$ cat src/sv/solar_power_hourly_energy_defines.svh
// assertion macros for the solar hourly energy block
`ifndef SOLAR_POWER_HOURLY_ENERGY_DEFINES_SVH
`define SOLAR_POWER_HOURLY_ENERGY_DEFINES_SVH

`ifndef SYNTHESIS
`define SPHE_ASSERT(lbl, prop) \
  lbl: assert property (@(posedge clk) disable iff (rst) prop) \
    else $error("sphe: assertion failed");
`define SPHE_ASSERT_RST(lbl, prop) \
  lbl: assert property (@(posedge clk) prop) \
    else $error("sphe: reset assertion failed");
`else
`define SPHE_ASSERT(lbl, prop)
`define SPHE_ASSERT_RST(lbl, prop)
`endif

`endif

$ cat src/sv/sphe_pkg.sv
// shared types and constants of the solar hourly energy block
`default_nettype none

package sphe_pkg;

  localparam int WINDOW_DEPTH = 60;

  localparam int PTR_W  = (WINDOW_DEPTH > 1) ? $clog2(WINDOW_DEPTH) : 1;
  localparam int FILL_W = $clog2(WINDOW_DEPTH + 1);

  localparam int TEMP_W   = 16;
  localparam int MOD_W    = 7;
  localparam int FLOW_W   = 10;
  localparam int FLOW10_W = 14;
  localparam int POWER_W  = 26;
  localparam int ENERGY_W = 29;
  localparam int PROD1_W  = TEMP_W + MOD_W;
  localparam int PROD2_W  = PROD1_W + FLOW10_W;
  localparam int SUM_W    = POWER_W + FILL_W;

  localparam int IN_TDATA_W  = 40;
  localparam int OUT_TDATA_W = 64;
  localparam int CFG_IDX_W   = 2;
  localparam int CFG_DATA_W  = 10;

  localparam logic [PTR_W-1:0]  PTR_LAST = PTR_W'(WINDOW_DEPTH - 1);
  localparam logic [FILL_W-1:0] FILL_MAX = FILL_W'(WINDOW_DEPTH);

  localparam logic [MOD_W-1:0] BOOST_LEVEL = 7'd100;

  localparam logic [CFG_IDX_W-1:0] REG_MIN_MODULATION = 2'd0;
  localparam logic [CFG_IDX_W-1:0] REG_MAX_FLOW       = 2'd1;

  // two-digit division by a constant: high digit, then remainder joined to low digit
  localparam int DIGIT_W  = 20;
  localparam int DSRC_W   = 40;
  localparam int DNUM_W   = 31;
  localparam int DREM_W   = 11;
  localparam int RECIP_W  = 32;
  localparam int DPROD_W  = DNUM_W + RECIP_W;

  localparam logic [DREM_W-1:0] FLOW_DIVISOR   = 11'd1665;
  localparam logic [DREM_W-1:0] ENERGY_DIVISOR = 11'd6;
  localparam int FLOW_SHIFT   = 41;
  localparam int ENERGY_SHIFT = 34;
  localparam logic [RECIP_W-1:0] FLOW_RECIP   = RECIP_W'((64'd1 << FLOW_SHIFT) / 1665);
  localparam logic [RECIP_W-1:0] ENERGY_RECIP = RECIP_W'((64'd1 << ENERGY_SHIFT) / 6);

  typedef enum logic [3:0] {
    ST_IDLE,
    ST_MUL1,
    ST_MUL2,
    ST_DIV_HI,
    ST_FIX_HI,
    ST_DIV_LO,
    ST_FIX_LO,
    ST_PUSH,
    ST_OUT
  } state_t;

endpackage

`default_nettype wire

$ cat src/sv/solar_power_hourly_energy.sv
// top level of the solar collector hourly energy estimator
`default_nettype none

`include "solar_power_hourly_energy_defines.svh"

// Takes one monitor sample per transfer and returns one result per sample.
// A sample without the broadcast flag only masks the pump boost and repeats
// the held power and energy, and its result register is loaded as soon as
// the output is free; a stalled output holds the load back.
// A broadcast sample runs two multiplier steps for the power product, a
// two-digit reciprocal divider run once for /1665 and again for the hour
// sum /6, and one write of the 60-entry power window memory in between,
// before its result register is loaded. The next sample is taken the cycle
// after the result register is loaded, even while that result still waits
// on the output. The window memory needs no clearing after reset; only
// written entries are ever used.
module solar_power_hourly_energy (
  input  wire logic                               clk,
  input  wire logic                               rst,
  input  wire logic                               s_axis_tvalid,
  output logic                                    s_axis_tready,
  // collector_temp[15:0], tank_temp[31:16], pump_modulation[38:32], zero pad
  input  wire logic [sphe_pkg::IN_TDATA_W-1:0]    s_axis_tdata,
  // is_broadcast
  input  wire logic                               s_axis_tuser,
  output logic                                    m_axis_tvalid,
  input  wire logic                               m_axis_tready,
  // modulation_out[6:0], solar_power[32:7], energy_last_hour[61:33], zero pad
  output logic      [sphe_pkg::OUT_TDATA_W-1:0]   m_axis_tdata,
  input  wire logic                               cfg_valid,
  output logic                                    cfg_ready,
  input  wire logic [sphe_pkg::CFG_IDX_W-1:0]     cfg_index,
  input  wire logic [sphe_pkg::CFG_DATA_W-1:0]    cfg_data
);

  sphe_pkg::state_t state, state_next;

  logic [sphe_pkg::MOD_W-1:0]    min_modulation;
  logic [sphe_pkg::FLOW10_W-1:0] flow_x10;
  logic [sphe_pkg::MOD_W-1:0]    previous_modulation;
  logic [sphe_pkg::PTR_W-1:0]    window_pointer;
  logic [sphe_pkg::FILL_W-1:0]   window_fill;
  logic [sphe_pkg::SUM_W-1:0]    window_sum;
  logic [sphe_pkg::POWER_W-1:0]  held_power;
  logic [sphe_pkg::ENERGY_W-1:0] held_energy;
  logic                          div_energy;

  logic [sphe_pkg::TEMP_W-1:0]  diff_pos;
  logic [sphe_pkg::MOD_W-1:0]   mod_r;
  logic                         bcast_r;
  logic [sphe_pkg::PROD1_W-1:0] prod1;
  logic [sphe_pkg::PROD2_W-1:0] prod2;

  logic [sphe_pkg::DNUM_W-1:0] q_est;
  logic [sphe_pkg::DNUM_W-1:0] q_hi;
  logic [sphe_pkg::DREM_W-1:0] rem;

  logic in_xfer, out_load, ram_we;
  logic [sphe_pkg::POWER_W-1:0] ram_rdata;

  // ---------------------------------------------------------------- input side
  logic signed [sphe_pkg::TEMP_W-1:0] coll_temp, tank_temp;
  logic signed [sphe_pkg::TEMP_W:0]   diff_full;
  logic [sphe_pkg::MOD_W-1:0]         mod_in, mod_masked;

  assign coll_temp = s_axis_tdata[15:0];
  assign tank_temp = s_axis_tdata[31:16];
  assign mod_in    = s_axis_tdata[38:32];
  assign diff_full = {coll_temp[15], coll_temp} - {tank_temp[15], tank_temp};

  // a jump from zero straight to full is a boost, reported as the minimum
  assign mod_masked = (previous_modulation == '0 && mod_in == sphe_pkg::BOOST_LEVEL)
                      ? min_modulation : mod_in;

  assign in_xfer   = s_axis_tvalid && s_axis_tready;
  assign cfg_ready = 1'b1;

  // ---------------------------------------------------------------- divider
  logic [sphe_pkg::DSRC_W-1:0]  div_src;
  logic [sphe_pkg::DNUM_W-1:0]  dv_n;
  logic [sphe_pkg::DREM_W-1:0]  dv_divisor;
  logic [sphe_pkg::RECIP_W-1:0] dv_recip;
  logic [sphe_pkg::DPROD_W-1:0] dv_prod;
  logic [sphe_pkg::DNUM_W-1:0]  dv_q;
  logic [41:0]                  dv_qd;
  logic [sphe_pkg::DNUM_W-1:0]  dv_rem_full;
  logic [11:0]                  dv_rem12;
  logic                         dv_fix;
  logic [sphe_pkg::DNUM_W-1:0]  dv_q_fix;
  logic [sphe_pkg::DREM_W-1:0]  dv_r_fix;
  logic                         lo_phase;
  logic [sphe_pkg::DNUM_W-1:0]  quot_lo;

  assign div_src = div_energy
                   ? {{(sphe_pkg::DSRC_W - sphe_pkg::SUM_W){1'b0}}, window_sum}
                   : {{(sphe_pkg::DSRC_W - sphe_pkg::PROD2_W){1'b0}}, prod2};

  assign lo_phase = (state == sphe_pkg::ST_DIV_LO) || (state == sphe_pkg::ST_FIX_LO);

  assign dv_n = lo_phase
                ? {rem, div_src[sphe_pkg::DIGIT_W-1:0]}
                : {11'b0, div_src[sphe_pkg::DSRC_W-1:sphe_pkg::DIGIT_W]};

  assign dv_divisor = div_energy ? sphe_pkg::ENERGY_DIVISOR : sphe_pkg::FLOW_DIVISOR;
  assign dv_recip   = div_energy ? sphe_pkg::ENERGY_RECIP : sphe_pkg::FLOW_RECIP;
  assign dv_prod    = {{sphe_pkg::RECIP_W{1'b0}}, dv_n}
                    * {{sphe_pkg::DNUM_W{1'b0}}, dv_recip};

  // estimate is the true quotient or one below it
  assign dv_q = div_energy
                ? {2'b0, dv_prod[sphe_pkg::DPROD_W-1:sphe_pkg::ENERGY_SHIFT]}
                : {9'b0, dv_prod[sphe_pkg::DPROD_W-1:sphe_pkg::FLOW_SHIFT]};

  assign dv_qd       = {11'b0, q_est} * {31'b0, dv_divisor};
  assign dv_rem_full = dv_n - dv_qd[sphe_pkg::DNUM_W-1:0];
  assign dv_rem12    = dv_rem_full[11:0];
  assign dv_fix      = dv_rem12 >= {1'b0, dv_divisor};
  assign dv_q_fix    = q_est + {30'b0, dv_fix};
  assign dv_r_fix    = sphe_pkg::DREM_W'(dv_rem12 - (dv_fix ? {1'b0, dv_divisor} : 12'd0));
  assign quot_lo     = dv_q_fix;

  // ---------------------------------------------------------------- window update
  logic                         window_full;
  logic [sphe_pkg::SUM_W-1:0]   sum_next;
  logic [sphe_pkg::PTR_W-1:0]   pointer_next;

  assign window_full  = window_fill >= sphe_pkg::FILL_MAX;
  assign sum_next     = window_sum
                      - (window_full ? {{sphe_pkg::FILL_W{1'b0}}, ram_rdata} : '0)
                      + {{sphe_pkg::FILL_W{1'b0}}, held_power};
  assign pointer_next = (window_pointer == sphe_pkg::PTR_LAST) ? '0 : window_pointer + 1'b1;

  // the read address is the write pointer, which holds from transfer to push,
  // so the old entry is on ram_rdata by the push cycle
  sphe_ram #(
    .WIDTH (sphe_pkg::POWER_W),
    .DEPTH (sphe_pkg::WINDOW_DEPTH)
  ) u_window (
    .clk   (clk),
    .we    (ram_we),
    .waddr (window_pointer),
    .wdata (held_power),
    .raddr (window_pointer),
    .rdata (ram_rdata)
  );

  // ---------------------------------------------------------------- sequencer
  always_ff @(posedge clk) begin
    if (rst) begin
      state <= sphe_pkg::ST_IDLE;
    end else begin
      state <= state_next;
    end
  end

  always_comb begin
    state_next = state;
    unique case (state)
      sphe_pkg::ST_IDLE: begin
        if (in_xfer) begin
          state_next = s_axis_tuser ? sphe_pkg::ST_MUL1 : sphe_pkg::ST_OUT;
        end
      end
      sphe_pkg::ST_MUL1:   state_next = sphe_pkg::ST_MUL2;
      sphe_pkg::ST_MUL2:   state_next = sphe_pkg::ST_DIV_HI;
      sphe_pkg::ST_DIV_HI: state_next = sphe_pkg::ST_FIX_HI;
      sphe_pkg::ST_FIX_HI: state_next = sphe_pkg::ST_DIV_LO;
      sphe_pkg::ST_DIV_LO: state_next = sphe_pkg::ST_FIX_LO;
      sphe_pkg::ST_FIX_LO: state_next = div_energy ? sphe_pkg::ST_OUT : sphe_pkg::ST_PUSH;
      sphe_pkg::ST_PUSH:   state_next = sphe_pkg::ST_DIV_HI;
      sphe_pkg::ST_OUT: begin
        if (!m_axis_tvalid || m_axis_tready) begin
          state_next = sphe_pkg::ST_IDLE;
        end
      end
      default: state_next = sphe_pkg::ST_IDLE;
    endcase
  end

  always_comb begin
    s_axis_tready = 1'b0;
    ram_we        = 1'b0;
    out_load      = 1'b0;
    unique case (state)
      sphe_pkg::ST_IDLE: s_axis_tready = 1'b1;
      sphe_pkg::ST_PUSH: ram_we = 1'b1;
      sphe_pkg::ST_OUT:  out_load = !m_axis_tvalid || m_axis_tready;
      default: begin
      end
    endcase
  end

  // ---------------------------------------------------------------- registers
  always_ff @(posedge clk) begin
    if (rst) begin
      min_modulation      <= '0;
      flow_x10            <= '0;
      previous_modulation <= '0;
      window_pointer      <= '0;
      window_fill         <= '0;
      window_sum          <= '0;
      held_power          <= '0;
      held_energy         <= '0;
      div_energy          <= 1'b0;
    end else begin
      if (cfg_valid && cfg_ready) begin
        unique case (cfg_index)
          sphe_pkg::REG_MIN_MODULATION: min_modulation <= cfg_data[sphe_pkg::MOD_W-1:0];
          sphe_pkg::REG_MAX_FLOW: flow_x10 <= ({4'b0, cfg_data} << 3) + ({4'b0, cfg_data} << 1);
          default: begin
          end
        endcase
      end
      if (in_xfer) begin
        previous_modulation <= mod_masked;
        div_energy          <= 1'b0;
      end
      if (state == sphe_pkg::ST_FIX_LO) begin
        if (div_energy) begin
          // saturate anything past the field width
          held_energy <= (q_hi[sphe_pkg::DNUM_W-1:9] != '0) ? '1
                         : {q_hi[8:0], quot_lo[sphe_pkg::DIGIT_W-1:0]};
        end else begin
          held_power <= {q_hi[5:0], quot_lo[sphe_pkg::DIGIT_W-1:0]};
        end
      end
      if (state == sphe_pkg::ST_PUSH) begin
        window_sum     <= sum_next;
        window_pointer <= pointer_next;
        div_energy     <= 1'b1;
        if (!window_full) begin
          window_fill <= window_fill + 1'b1;
        end
      end
    end
  end

  // datapath payload
  always_ff @(posedge clk) begin
    if (in_xfer) begin
      mod_r    <= mod_masked;
      bcast_r  <= s_axis_tuser;
      diff_pos <= (!diff_full[sphe_pkg::TEMP_W] && diff_full != '0)
                  ? diff_full[sphe_pkg::TEMP_W-1:0] : '0;
    end
    case (state) inside
      sphe_pkg::ST_MUL1: prod1 <= {7'b0, diff_pos} * {16'b0, mod_r};
      sphe_pkg::ST_MUL2: prod2 <= {14'b0, prod1} * {23'b0, flow_x10};
      sphe_pkg::ST_DIV_HI, sphe_pkg::ST_DIV_LO: q_est <= dv_q;
      sphe_pkg::ST_FIX_HI: begin
        q_hi <= dv_q_fix;
        rem  <= dv_r_fix;
      end
      default: begin
      end
    endcase
  end

  // ---------------------------------------------------------------- output register
  always_ff @(posedge clk) begin
    if (rst) begin
      m_axis_tvalid <= 1'b0;
    end else if (out_load) begin
      m_axis_tvalid <= 1'b1;
    end else if (m_axis_tready) begin
      m_axis_tvalid <= 1'b0;
    end
  end

  always_ff @(posedge clk) begin
    if (out_load) begin
      m_axis_tdata <= {2'b0, held_energy, held_power, mod_r};
    end
  end

  // ---------------------------------------------------------------- checks
  `SPHE_ASSERT(a_accept_leaves_idle, (s_axis_tvalid && s_axis_tready) |=> (state != sphe_pkg::ST_IDLE))
  `SPHE_ASSERT(a_high_remainder_below_divisor, (state == sphe_pkg::ST_FIX_HI) |=> (rem < dv_divisor))
  `SPHE_ASSERT(a_fill_bounded, (window_fill <= sphe_pkg::FILL_MAX) && (bcast_r || state != sphe_pkg::ST_MUL1))
  `SPHE_ASSERT_RST(a_reset_idle, rst |=> (state == sphe_pkg::ST_IDLE) && !m_axis_tvalid)

endmodule

`default_nettype wire

$ cat src/sv/sphe_ram.sv
// generic single-write, single-read memory with registered read data
`default_nettype none

module sphe_ram #(
  parameter int WIDTH = 8,
  parameter int DEPTH = 16
) (
  input  wire logic                                       clk,
  input  wire logic                                       we,
  input  wire logic [((DEPTH > 1) ? $clog2(DEPTH) : 1)-1:0] waddr,
  input  wire logic [WIDTH-1:0]                           wdata,
  input  wire logic [((DEPTH > 1) ? $clog2(DEPTH) : 1)-1:0] raddr,
  output logic      [WIDTH-1:0]                           rdata
);

  logic [WIDTH-1:0] mem [DEPTH];

  always_ff @(posedge clk) begin
    if (we) begin
      mem[waddr] <= wdata;
    end
    rdata <= mem[raddr];
  end

endmodule

`default_nettype wire

$ cat config.mk
export PLATFORM = sky130hd
export DESIGN_NAME = solar_power_hourly_energy
export DESIGN_NICKNAME = d
export VERILOG_FILES = /design/src/sv/sphe_pkg.sv /design/src/sv/solar_power_hourly_energy.sv /design/src/sv/sphe_ram.sv
export VERILOG_INCLUDE_DIRS = /design/src /design/src/sv
export SDC_FILE = /design/constraint.sdc
export NUM_CORES = 2
export LEC_CHECK = 0
export BUFFER_PORTS_ARGS = -buffer_cell sky130_fd_sc_hd__buf_2
export CAP_MARGIN = 30
export CELL_PAD_IN_SITES_DETAIL_PLACEMENT = 0
export CELL_PAD_IN_SITES_GLOBAL_PLACEMENT = 1
export CORE_MARGIN = 2
export CORE_UTILIZATION = 40
export DETAILED_ROUTE_END_ITERATION = 8
export GPL_TIMING_DRIVEN = 1
export PLACE_DENSITY = 0.59
export REMOVE_ABC_BUFFERS = 1
export SLEW_MARGIN = 0
export SYNTH_ARGS = -nofsm -noshare
export SYNTH_HDL_FRONTEND = slang
export SYNTH_SLANG_ARGS = --single-unit
$ cat constraint.sdc
create_clock -name clk -period 10.6 [get_ports clk]
set_input_delay 1.06 -clock clk [delete_from_list [all_inputs] [get_ports clk]]
set_output_delay 1.06 -clock clk [all_outputs]
set_load 0.02 [all_outputs]
---- After elaboration in Yosys (flattened, before gate mapping) ----
Memory sizes are Yosys's and may differ from the RTL's. A register that Yosys moved wholly into a read port is not among the register bits.
Index checks and enable logic that the tools add are counted.
word-level totals
  flip-flop bits (word level) ............. 351
  latch bits .............................. 0
  memory bits (writable) .................. 1560
  ROM bits ................................ 0
  output and inout port bits .............. 67
  word-level logic and storage cells ...... 103
  memories ................................ 1
memories
  memory        words  bits a word  rd ports  clocked after memory_dff  write ports  line            RTL
  u_window.mem  60     26           1         1                         1            sphe_ram.sv:16  logic [WIDTH-1:0] mem [DEPTH];
operators by class
  $add $sub $neg .......................... 9
  multiply operators ...................... 4
  divide/modulo/power cells ............... 0
  $lt $le $gt $ge ......................... 2
  eq/ne operators ......................... 13
  shift operators ......................... 0
  mux-type cells .......................... 24
  bitwise operators ....................... 5
  reductions and logical operators ........ 25
operators by type and width
  operator                                                               number
  31-bit by 32-bit multiplier with 63-bit output                         1
  23-bit by 14-bit multiplier with 37-bit output                         1
  37-bit 2-to-1 mux                                                      1
  32-bit by 26-bit adder with 32-bit output                              1
  32-bit 2-to-1 mux                                                      1
  4-bit case mux with 8 select lines                                     1
  32-bit by 26-bit subtractor with 32-bit output                         1
  31-bit by 1-bit adder with 31-bit output                               1
  31-bit by 11-bit multiplier with 12-bit output                         1
  31-bit 2-to-1 mux                                                      1
  29-bit 2-to-1 mux                                                      1
  26-bit 2-to-1 mux                                                      1
  16-bit by 7-bit multiplier with 23-bit output                          1
  11-bit 2-to-1 mux                                                      2
  22-bit 2-to-1 mux                                                      1
  22-bit nonzero test                                                    1
  17-bit nonzero test                                                    1
  16-bit by 16-bit subtractor with 17-bit output                         1
  4-bit by 3-bit equality test with 1-bit output, second input constant  4
  4-bit 2-to-1 mux                                                       4
  13-bit by 11-bit adder with 14-bit output                              1
  2-bit AND reduction                                                    7
  6-bit by 1-bit adder with 6-bit output, second input constant          2
  12-bit by 11-bit >= comparator with 1-bit output                       1
  other kinds (24)                                                       44

---- Logic depth before layout (Yosys ltp) ----
  word-level depth ........................ 7
  gate-level depth with buffers ........... 36

---- Modules after synthesis ----
From an unflattened synthesis, not the netlist that was laid out.
second synthesis, totals
  cells, all modules ...................... 7819
  area total of the unflattened synthesis .. 110548.5 µm²
modules (own cells, without submodules)
  module                     instances  cells each  area an instance (µm²)  sequential area each (µm²)
  sphe_ram                   1          2701        60180.2                 47365.4
  solar_power_hourly_energy  1          5118        50368.3                 9068.7

---- Worst setup path before layout ----
No wires, ideal clock.
  kind .................................... register -> register
  start point ............................. register state[3]
  end point ............................... register q_est[14] (netlist name) (data pin)
  arrival ................................. 9.039 ns
  path slack .............................. 1.305 ns
  stages on the path, launching flop included .. 35
  buffers on the path ..................... 4
  cell sequence ........................... dfxtp_1 -> buf_2 -> nor2b_1 -> clkbuf_1 -> nand2_1 -> clkbuf_1 -> clkbuf_1 -> mux2i_1 -> or2_2 -> nand2_1 -> inv_1 -> fa_1 -> inv_1 -> fa_1 -> inv_1 -> fa_1 -> fa_1 -> inv_1 -> fa_1 -> fa_1 -> fa_1 -> inv_1 -> fa_1 -> inv_1 -> ha_1 -> and4_1 -> a221oi_1 -> a21oi_1 -> a31oi_1 -> nor4b_1 -> o31a_1 -> or3_1 -> a41oi_1 -> or4_1 -> o211a_1
on the way
  word-level cells in the longest chain between the ends .. 5
  elaborated cells between the ends (all ways) .. 6
  classes of those cells .................. 1 x mul; 2 x eq/ne; 2 x mux; 1 x reduce/logical
RTL lines
  item                                              line                              RTL
  start: declaration                                solar_power_hourly_energy.sv:36   sphe_pkg::state_t state, state_next;
  start signal: assignment                          solar_power_hourly_energy.sv:150  state <= sphe_pkg::ST_IDLE;
  start signal: assignment                          solar_power_hourly_energy.sv:152  state <= state_next;
  4-bit by 3-bit equality test with 1-bit output    solar_power_hourly_energy.sv:98   assign lo_phase = (state == sphe_pkg::ST_DIV_LO) || (state == sphe_pkg::ST_FIX_LO);
  1-bit logical OR *                                solar_power_hourly_energy.sv:98
  31-bit 2-to-1 mux *                               solar_power_hourly_energy.sv:101  ? {rem, div_src[sphe_pkg::DIGIT_W-1:0]}
  31-bit by 32-bit multiplier with 63-bit output *  solar_power_hourly_energy.sv:107  * {{sphe_pkg::DNUM_W{1'b0}}, dv_recip};
  22-bit 2-to-1 mux *                               solar_power_hourly_energy.sv:111  ? {2'b0, dv_prod[sphe_pkg::DPROD_W-1:sphe_pkg::ENERGY_SHIFT]}
  via dv_q (one bit)                                solar_power_hourly_energy.sv:84   logic [sphe_pkg::DNUM_W-1:0] dv_q;
  end signal: assignment                            solar_power_hourly_energy.sv:249  sphe_pkg::ST_DIV_HI, sphe_pkg::ST_DIV_LO: q_est <= dv_q;
  end: declaration                                  solar_power_hourly_energy.sv:54   logic [sphe_pkg::DNUM_W-1:0] q_est;
The timed path passes the listed nets; every way through them passes the cells marked *.
A chain may end at the register's enable or synchronous reset.

---- Final worst setup path ----
  start point ............................. register state[1]
  end point ............................... register q_est[21] (netlist name) (data pin)
Same word-level chain as after synthesis.

==> results by stage <==
Timing:
- The post-route clock skew is 0.0901 ns.
- The number of max-slew violations in the final report is 0.
- Across all hold checks on the routed design, the worst slack comes to 0.425 ns.
- For the pin with the worst max-slew slack, the measured transition is 1.09 ns.
- The final-report hold violation count is 0.
- The count of endpoints failing setup in the final report is 0.
- Setup repair after global routing left no endpoint under its margin.
- The worst path in the final design needs a cycle of 9.86 ns, including I/O delays and setup.
- The highest achievable clock rate is 101 MHz.
- The worst pin sits at a relative slew slack of 27.0%.
- The final critical path takes up 93.0% of the cycle.

Synth:
- The share of the synthesized area in the top cell type is 49.5%.
- Yosys mapped a number of flops with a built-in enable equal to 1774.
- Summing the sequential cell areas from Yosys gives 52.4% of the chip area.
- Yosys instantiated no cell more often than sky130_fd_sc_hd__edfxtp_1.
- A synthesized cell averages 13.2 um^2.
- The number of unique standard cell types used by synthesis is 85.
- The share of flip-flops with an asynchronous set or reset after synthesis is 0%.
- Sorting the synthesized cells by area gives the leading types as sky130_fd_sc_hd__edfxtp_1 (49%), sky130_fd_sc_hd__fa_1 (16%), sky130_fd_sc_hd__ha_1 (7.1%).
- The synthesized area is 108000 um^2.
- The synthesis warning total is 0.
- Counting flops and latches in the post-synthesis netlist gives 1932.
- Summed over all instances, the cell type with the most area after synthesis is sky130_fd_sc_hd__edfxtp_1.
- The commonest cells after synthesis are sky130_fd_sc_hd__edfxtp_1 (1774), sky130_fd_sc_hd__inv_1 (1176), sky130_fd_sc_hd__fa_1 (850).
- The cell count after synthesis is 8144.
- For this run, the leading register cell type out of synthesis is sky130_fd_sc_hd__edfxtp_1.

Setup path:
- The kind of start point of the critical path is a flop.
- The kind of critical path is flop to flop.
- The most frequent cell on the critical path is sky130_fd_sc_hd__fa_1.
- The cell depth of the worst setup path is 29.
- The worst register-to-register path has a depth of 29.
- The kind of cell with the highest combined delay along the critical path is adder cells.
- On the critical path, the stage with the largest delay is an instance of sky130_fd_sc_hd__mux4_2.
- The delay of the slowest cell on the worst path is 0.68 ns.
- The endpoint type of the worst setup path is a flop.
- Of all nets on the critical path, the largest fanout is 20.
- Data arrives at the worst endpoint at 10.51 ns.
- For the worst setup path, the data required time is 11.25 ns.
- Counting both buffers and inverters, the worst setup path holds a total of 7.

Die:
- After floorplanning, the core was sized to cover 268000 um^2.
- The area of the die is 273000 um^2.
- The floorplan die width is 523 um.
- The die span in y is 523 um.
- In this run the core area contains 190 standard-cell rows.
- The number of primary I/O pins is 125.
- For this configuration, the core starts out at a cell density of 40.2%.

Cells and area:
- At the end of the flow, the number of nets in the layout was 9882.
- The area growth from synthesis to layout is 12.1%.
- The share of layout cells above drive strength 1 is 10.2%.
- Leaving out filler cells and counting taps, the final layout contains 12100.
- The number of fillers in the final layout is 24300.

Clock tree:
- The number of setup buffers added after CTS is 0.
- After clock tree synthesis, the clock-pin slew on the worst setup and hold paths is 0.07 ns.
- The post-CTS resize count is 0.
- At the later pin of the worst-skew pair, clock insertion delay measures 0.90 ns.
- The total CTS buffers is 203.
- The largest buffer count on any clock path is 3.
- The clock tree from TritonCTS is yes.
- The root buffer cell is sky130_fd_sc_hd__clkbuf_16.
- The TritonCTS sink count is 1932.
- CTS built an H-tree with a depth of 4.
- The hold buffer count at cts is 0.

Global route:
- The global-route met3 utilization is 3.00%.
- The routing layer with the top usage in global route is met2.
- Global routing used 36.1% of the available met1 tracks.
- The total routing resource utilization after global routing is 24.1%.
- The first global-routing pass estimated 478000 um of wire.
- The met2 layer usage reported by global route is 37.5%.
- The total grt overflow is 0.
- The number of antenna violations at the first check in global routing is 16.
- Entering global routing, the biggest net connects 90 pins.
- The number of global-route vias before repair came to 68200.

Placed design:
- The number of cells after detailed placement is 11700.
- The congestion estimate from routability-driven global placement came to 0.910.
- The detailed placer's ending HPWL is 222000 um.
- The count of buffers added on input and output ports is 120.

Power:
- The switching power share of the total is 38.6%.
- The switching power summed over all nets is 0.0116 W.
- The clock network fraction of total power is 23.2%.
- In this run, flip-flops and latches consume 29.2% of the power.
- Per report_power, the combinational group accounts for 47.6% of the total.
- VDD sags by at most 0.635 mV.
- For this design the ratio of total power to cell area is 249 nW/um^2.
- The total internal power is 0.0184 W.
- After layout, the design draws a total of 0.0300 W.
- The static leakage is 46.9 nW.

Worst hold path:
- The worst hold path belongs to the class flop to flop.
- Counting instances, the worst hold path has a depth of 0.

Drt:
- The detail route stage leaves a number of antenna-violating nets equal to 0.
- The first routing iteration left 6052 violations.
- The mean number of vias per cell is 5.53.
- After detailed routing, the total wire length is 329000 um.
- The final route contains 66900 vias.
- The detail-routed net length per standard cell is 27.2 um.
- For this run, design rule violations remaining after detail routing come to 0.
- The number of iterations in the first detailed-routing pass is 6.

Status:
- The run finished with clean final reports.

Run:
- The number of max-cap violations is 0.
[per-stage QoR]
| step | setup slack (ns) | TNS, ns | instance area [um^2] | utilization (%) |
|---|---|---|---|---|
| floorplan | -3.29 | -741.88 | 106000 | - |
| global placement | 0.458 | 0 | 113000 | 42.3 |
| detailed placement | 0.373 | 0 | 114000 | 42.6 |
| CTS | 0.371 | 0 | 120000 | 45.0 |
| global route | 0.191 | 0 | 121000 | 45.1 |
| finish | 0.738 | 0 | 121000 | 45.1 |
[state kept, by name, indices dropped and copies added (netlist names), 29 cells and up]
| name | flops |
|---|---|
| m_axis_tdata | 62 |
| held_energy | 29 |
| u_window.mem | 1560 |
| q_est | 29 |
| q_hi | 30 |
| window_sum | 32 |
| prod2 | 36 |
[worst register-to-register path: cells and delay by family, from the launching register on]
family,cells,cell delay (ns)
fa+ha+maj,9,4.52
flops,1,0.58
buf+inv,7,1.05
xor+xnor,1,0.12
compound gates,4,1.28
simple gates,7,1.42
mux,1,0.69
[final timing paths]
| check | endpoint | slack (ns) | from |
|---|---|---|---|
| worst max-delay path | q_est[21] | 0.74 | state[1] |
| worst min-delay path | m_axis_tdata[33] | 0.42 | held_energy[0] |
| worst max register to register | q_est[21] | 0.74 | state[1] |
| worst min register to register | m_axis_tdata[33] | 0.42 | held_energy[0] |
[area by class of cell]
class / count / area (um^2) / area share (%)
multi-input combinational: 4706 / 45900 / 38.1
clock inverter: 115 / 1100 / 0.911
clock buffer: 260 / 5480 / 4.54
antenna: 4 / 10.0 / 0.00830
tap: 3552 / 4440 / 3.68
sequential: 1932 / 56500 / 46.8
inverter: 1178 / 4420 / 3.67
timing repair buffer: 343 / 2750 / 2.28
[cell usage in the layout (no fill, tap or decap), types with 31 or more instances in the layout]
master and count:
sky130_fd_sc_hd__fa_1 850, sky130_fd_sc_hd__o21ai_0 143, sky130_fd_sc_hd__a41oi_1 36, sky130_fd_sc_hd__buf_2 123
sky130_fd_sc_hd__mux2i_1 44, sky130_fd_sc_hd__nand2_1 504, sky130_fd_sc_hd__edfxtp_1 1774, sky130_fd_sc_hd__nor2_2 33
sky130_fd_sc_hd__a221oi_1 120, sky130_fd_sc_hd__and3_1 32, sky130_fd_sc_hd__a211oi_1 44, sky130_fd_sc_hd__ha_1 610
sky130_fd_sc_hd__clkbuf_1 45, sky130_fd_sc_hd__clkinv_2 43, sky130_fd_sc_hd__nor3_1 49, sky130_fd_sc_hd__xor2_1 65
sky130_fd_sc_hd__a31oi_1 122, sky130_fd_sc_hd__nand3_1 78, sky130_fd_sc_hd__nor2_1 224, sky130_fd_sc_hd__nand2b_1 32
sky130_fd_sc_hd__inv_1 1175, sky130_fd_sc_hd__clkbuf_16 209, sky130_fd_sc_hd__a21o_1 63, sky130_fd_sc_hd__dfxtp_1 126
sky130_fd_sc_hd__buf_4 188, sky130_fd_sc_hd__a22oi_1 457, sky130_fd_sc_hd__a21oi_1 244, sky130_fd_sc_hd__nand4_1 56
sky130_fd_sc_hd__a22o_1 110, sky130_fd_sc_hd__and2_1 199, sky130_fd_sc_hd__conb_1 33, sky130_fd_sc_hd__mux4_2 42
sky130_fd_sc_hd__xnor2_1 113, sky130_fd_sc_hd__clkinv_1 36, sky130_fd_sc_hd__nor4_1 31
[cell families after synthesis]
group	share of synthesized area (%)
other	0.00698
flip-flops	52.4
buffers and inverters	5.38
AO/OA/AOI/OAI	10.0
adder cells (fa/ha/maj)	22.9
XOR/XNOR	1.49
multiplexers	1.52
AND/OR/NAND/NOR	6.24
[layer usage]
layer	routed length [um]	part of all wire (%)
met2	149000	45
met5	47	0.014
met3	19000	5.8
met1	154000	47
met4	6320	1.9
[power by group through the flow]
stage / combinational (W) / sequential (W) / clock [W]
finish: 0.0143 / 0.00877 / 0.00696
global route: 0.0164 / 0.00879 / 0.00739
CTS: 0.0144 / 0.00878 / 0.00709
detailed placement: 0.0143 / 0.00894 / 0
global placement: 0.0143 / 0.00894 / 0
floorplan: 0.0102 / 0.00883 / 0
Note: power is estimated with default switching activity, not from simulation.
